**src/rtl/rotated_page_framebuffer_core_macros.svh**
```systemverilog
// assertion macros for the rotated page framebuffer core
// no dependencies; included by the files that carry concurrent assertions
`ifndef ROTATED_PAGE_FRAMEBUFFER_CORE_MACROS_SVH
`define ROTATED_PAGE_FRAMEBUFFER_CORE_MACROS_SVH

// generic clocked assertion with an active-low reset
`define RPFB_ASSERT_AT(label, clk, rstn, prop, msg) \
  label: assert property (@(posedge clk) disable iff (!rstn) prop) else $error(msg);

// assertion on the usual clk_i / rst_ni pair
`define RPFB_ASSERT(label, prop, msg) \
  `RPFB_ASSERT_AT(label, clk_i, rst_ni, prop, msg)

`endif

```
**src/rtl/rpfb_pkg.sv**
```systemverilog
// shared constants, codes and types of the rotated page framebuffer
// no dependencies
`timescale 1ns / 1ps
`default_nettype none

package rpfb_pkg;

  localparam int MAX_WIDTH  = 256;
  localparam int MAX_HEIGHT = 160;
  localparam int PIX_PER_BYTE = 8;
  localparam int PAGES      = (MAX_HEIGHT + PIX_PER_BYTE - 1) / PIX_PER_BYTE;
  localparam int DEPTH      = MAX_WIDTH * PAGES;
  localparam int ADDR_W     = $clog2(DEPTH);
  localparam int PROD_W     = ADDR_W + 1;
  localparam int WID_W      = 9;
  localparam int HGT_W      = 8;
  localparam int PAGE_W     = $clog2(PAGES + 1);
  localparam int COORD_W    = 8;

  // transaction modes
  localparam logic [1:0] MODE_PIXEL = 2'd0;
  localparam logic [1:0] MODE_CLEAR = 2'd1;
  localparam logic [1:0] MODE_READ  = 2'd2;

  // configuration register indexes
  localparam logic [1:0] CFG_ROTATION = 2'd0;
  localparam logic [1:0] CFG_WIDTH    = 2'd1;
  localparam logic [1:0] CFG_HEIGHT   = 2'd2;

  // rotation codes, quarter turns
  localparam logic [1:0] ROT_NONE = 2'd0;
  localparam logic [1:0] ROT_90   = 2'd1;
  localparam logic [1:0] ROT_180  = 2'd2;
  localparam logic [1:0] ROT_270  = 2'd3;

  // result of coordinate mapping for one transaction
  typedef struct packed {
    logic              ok;
    logic [ADDR_W-1:0] addr;
    logic [7:0]        mask;
    logic [ADDR_W-1:0] last;
  } map_t;

endpackage

`default_nettype wire

```
**src/rtl/rpfb_map.sv**
```systemverilog
// coordinate rotation, bounds check and byte address computation
// depends on rpfb_pkg
`timescale 1ns / 1ps
`default_nettype none

module rpfb_map
  import rpfb_pkg::*;
(
  input  wire logic [1:0]         rotation_i,
  input  wire logic [WID_W-1:0]   width_i,
  input  wire logic [HGT_W-1:0]   height_i,
  input  wire logic [1:0]         mode_i,
  input  wire logic [COORD_W-1:0] x_i,
  input  wire logic [COORD_W-1:0] y_i,
  input  wire logic [ADDR_W-1:0]  index_i,
  output map_t                    map_o
);

  logic [WID_W-1:0]   w;
  logic [HGT_W-1:0]   h;
  logic [PAGE_W-1:0]  pages;
  logic [PROD_W-1:0]  total;
  logic [WID_W-1:0]   x_lim;
  logic [WID_W-1:0]   y_lim;
  logic               xy_ok;
  logic               idx_ok;
  logic [COORD_W-1:0] wm1;
  logic [COORD_W-1:0] hm1;
  logic [COORD_W-1:0] col;
  logic [COORD_W-1:0] row;
  logic [PROD_W-1:0]  pix_addr;

  always_comb begin
    // saturate the size registers into their legal ranges
    if (width_i == '0) w = WID_W'(1);
    else if (width_i > WID_W'(MAX_WIDTH)) w = WID_W'(MAX_WIDTH);
    else w = width_i;
    if (height_i == '0) h = HGT_W'(1);
    else if ({1'b0, height_i} > WID_W'(MAX_HEIGHT)) h = HGT_W'(MAX_HEIGHT);
    else h = height_i;

    pages = PAGE_W'(({1'b0, h} + WID_W'(PIX_PER_BYTE - 1)) >> 3);
    total = PROD_W'(w) * PROD_W'(pages);

    // odd quarter turns swap the logical axes
    x_lim = rotation_i[0] ? {1'b0, h} : w;
    if (rotation_i[0]) y_lim = w;
    else y_lim = {1'b0, h};
    xy_ok = ({1'b0, x_i} < x_lim) && ({1'b0, y_i} < y_lim);

    wm1 = COORD_W'(w - WID_W'(1));
    hm1 = h - HGT_W'(1);

    case (rotation_i)
      ROT_NONE: begin
        col = x_i;
        row = y_i;
      end
      ROT_90: begin
        col = wm1 - y_i;
        row = x_i;
      end
      ROT_180: begin
        col = wm1 - x_i;
        row = hm1 - y_i;
      end
      default: begin
        col = y_i;
        row = hm1 - x_i;
      end
    endcase

    pix_addr = PROD_W'(col) + PROD_W'(row[7:3]) * PROD_W'(w);
    idx_ok   = {1'b0, index_i} < total;

    map_o.mask = 8'(1) << row[2:0];
    map_o.last = ADDR_W'(total - PROD_W'(1));
    map_o.addr = (mode_i == MODE_READ) ? index_i : ADDR_W'(pix_addr);

    unique case (mode_i)
      MODE_PIXEL: map_o.ok = xy_ok;
      MODE_CLEAR: map_o.ok = 1'b1;
      MODE_READ:  map_o.ok = idx_ok;
      default:    map_o.ok = 1'b0;
    endcase
  end

endmodule

`default_nettype wire

```
**config.mk**
```make
export PLATFORM = sky130hd
export DESIGN_NAME = rpfb_map
export DESIGN_NICKNAME = d
export VERILOG_FILES = /design/src/rtl/rotated_page_framebuffer_core_macros.svh /design/src/rtl/rpfb_pkg.sv /design/src/rtl/rpfb_map.sv
export SDC_FILE = /design/constraint.sdc
export NUM_CORES = 1
export LEC_CHECK = 0
export BUFFER_PORTS_ARGS = -buffer_cell sky130_fd_sc_hd__buf_2
export CORE_MARGIN = 8
export CORE_UTILIZATION = 30
export DETAILED_ROUTE_END_ITERATION = 6
export MAX_ROUTING_LAYER = met4
export PLACE_DENSITY = 0.57
export SYNTH_ARGS = -nofsm -noshare
export SYNTH_HDL_FRONTEND = slang
export SYNTH_SLANG_ARGS = --single-unit
```
**constraint.sdc**
```tcl
create_clock -name vclk -period 8.75
set_clock_uncertainty 0.1 [all_clocks]
set_input_delay 0.4375 -clock vclk [all_inputs]
set_output_delay 0.4375 -clock vclk [all_outputs]
set_load 0.1 [all_outputs]
```
==> flow_summary.json <==
{
  "status": "finished clean",
  "post_drt_wl_per_cell_um": 16.50,
  "worstPathArrival_ns": 7.34,
  "synth_cell_types": 56,
  "fin_util": 0.3441,
  "routed_wl_um": 17130,
  "numPortBuffers": 85,
  "grt_pass1_wl_um": 27680,
  "place_congestion": 0.8823,
  "grt_usage": 0.1540,
  "design.seq.count": 0,
  "hold_viol": 0,
  "diodes": 0,
  "cp_data_required_time_ns": 8.21,
  "cts_setup_buffers": 0,
  "route.detailed.drc": 0,
  "ctsHoldBuffers": 0,
  "min_path_type": "input pin to primary output",
  "layout.nets": 1002,
  "critPathSlowestCell": "fa_1",
  "dpl.hpwl_um": 14540,
  "max_slew.worst_pin.slew_ns": 0.8945,
  "first_pass_iters": 5,
  "grt_max_degree": 30,
  "ant_nets": 0,
  "fmax_mhz": 127.0,
  "crit_path_start_kind": "input pin",
  "vdd_drop_max_v": 0.0004933,
  "fin_area_um2": 6161,
  "min_period_over_period": 0.8998,
  "cap_violations": 0,
  "drive_gt1_frac": 0.1409,
  "path_max_fanout": 11,
  "synth.yosys.seq_area_share": 0,
  "grt_overflow": 0,
  "drt_iter0_drc": 296,
  "grt_pass1_vias": 5255,
  "clock_buffers": 0,
  "cts_resized": 0,
  "syn_area_um2": 5463,
  "fp.coreArea_um2": 17900,
  "io_pins": 85,
  "vias": 5293,
  "syn_nets": 932,
  "start_util": 0.3051,
  "die_h_um": 150.9,
  "antenna_found_initial": 0,
  "ys_warn_count": 0,
  "place_area_um2": 6161,
  "criticalPathCategory": "input pin to primary output",
  "die_area_um2": 22780,
  "rsz0062_at_grt": "false",
  "setup_viol": 0,
  "slew_headroom": 0.4009,
  "fin_crit_ns": 7.873,
  "num_rows": 49,
  "p_leak_uw": 0.003033,
  "endpoint_kind": "primary output",
  "critical_path.most_common_cell": "nand2_1",
  "vias_per_cell": 5.099,
  "max_stage_delay_ns": 0.56,
  "syn_to_final_growth_pct": 12.78,
  "synth_cells": 741,
  "power.density_nw_per_um2": 223.3,
  "avgSynthCellArea_um2": 7.372,
  "die_w_um": 150.9,
  "drv_slew": 0,
  "final-seq-area_um2": 0,
  "finalSetupTns_ns": 0
}
Yosys cell counts (13+ instances only):
cell type,count,area share
nor3_1,18,0.016
mux2i_1,15,0.027
o21ai_0,22,0.020
nand2b_1,13,0.015
nor2_1,110,0.076
a21oi_1,44,0.040
nand3_1,16,0.015
fa_1,51,0.19
xor2_1,16,0.026
clkbuf_1,20,0.014
a31oi_1,13,0.015
a21o_1,20,0.027
ha_1,90,0.21
inv_1,93,0.064
xnor2_1,33,0.053
nand2_1,54,0.037
kinds of logic after synthesis:
kind of cell	share of synthesized area
muxes	0.04398
buffers and inverters	0.08475
xor gates and xnor gates	0.07856
AOI/OAI and AO/OA	0.1938
and+or+nand+nor	0.2059
adders and majority gates	0.3930
power breakdown:
part	internal (µW)	total (µW)	switching, µW	leakage, µW
clock	0	0	0	0
combinational	365	1380	1010	0.00303
sequential	0	0	0	0
metal layers:
layer	share of wire	global-route usage
met1	0.51	0.2325
met2	0.41	0.2246
met3	0.063	0.007768
met4	0.016	0.02227
met5	0	-
critical path: cells and delay by family:
kind	cells	cell delay, ns
AOI/OAI and AO/OA	10	1.85
adders and majority gates	6	2.45
and+or+nand+nor	11	1.89
buffers and inverters	3	0.69
cells in the final DEF (no fill, tap or decap), types with 4 or more instances in the layout:
cell,n
nor2_1,110
mux2_2,8
a31oi_1,12
ha_1,90
a221oi_1,5
buf_2,84
buf_4,9
o21bai_1,6
nor2b_1,11
nand2_1,54
o21a_1,4
or3_1,6
nand3_1,16
mux2i_1,15
inv_1,93
nor4_1,4
a22o_1,4
a22oi_1,5
xnor2_1,33
fa_1,51
a21oi_1,44
o21ai_0,22
a211oi_1,6
a21o_1,20
xor2_1,16
nor3_1,18
nand2b_1,13
worst paths after layout:
path / startpoint / end / slack, ns / cells past startpoint
worst max-delay path: height_i[4] / map_o[34] / 0.88 / 30
worst min-delay path: index_i[12] / map_o[33] / 1.28 / 4
through the flow:
stage | hold WS, ns | total power [µW] | instances | setup slack [ns]
after floorplan | 1.105 | 1113 | 741 | 0.4169
after global placement | 1.286 | 1372 | 1038 | 0.9441
after detailed placement | 1.266 | 1369 | 1038 | 0.9465
after CTS | 1.284 | 1382 | 1038 | 0.8861
after global routing | 1.331 | 1495 | 1038 | 0.3218
final | 1.282 | 1376 | 1038 | 0.8765
final cells by class:
type,instances,area (µm²)
fillers,1946,11740
inverters,96,360.3
repair buffers,94,508.0
multi-input cells,619,5006
well taps,229,286.5
(Power assumes the default switching activity.)
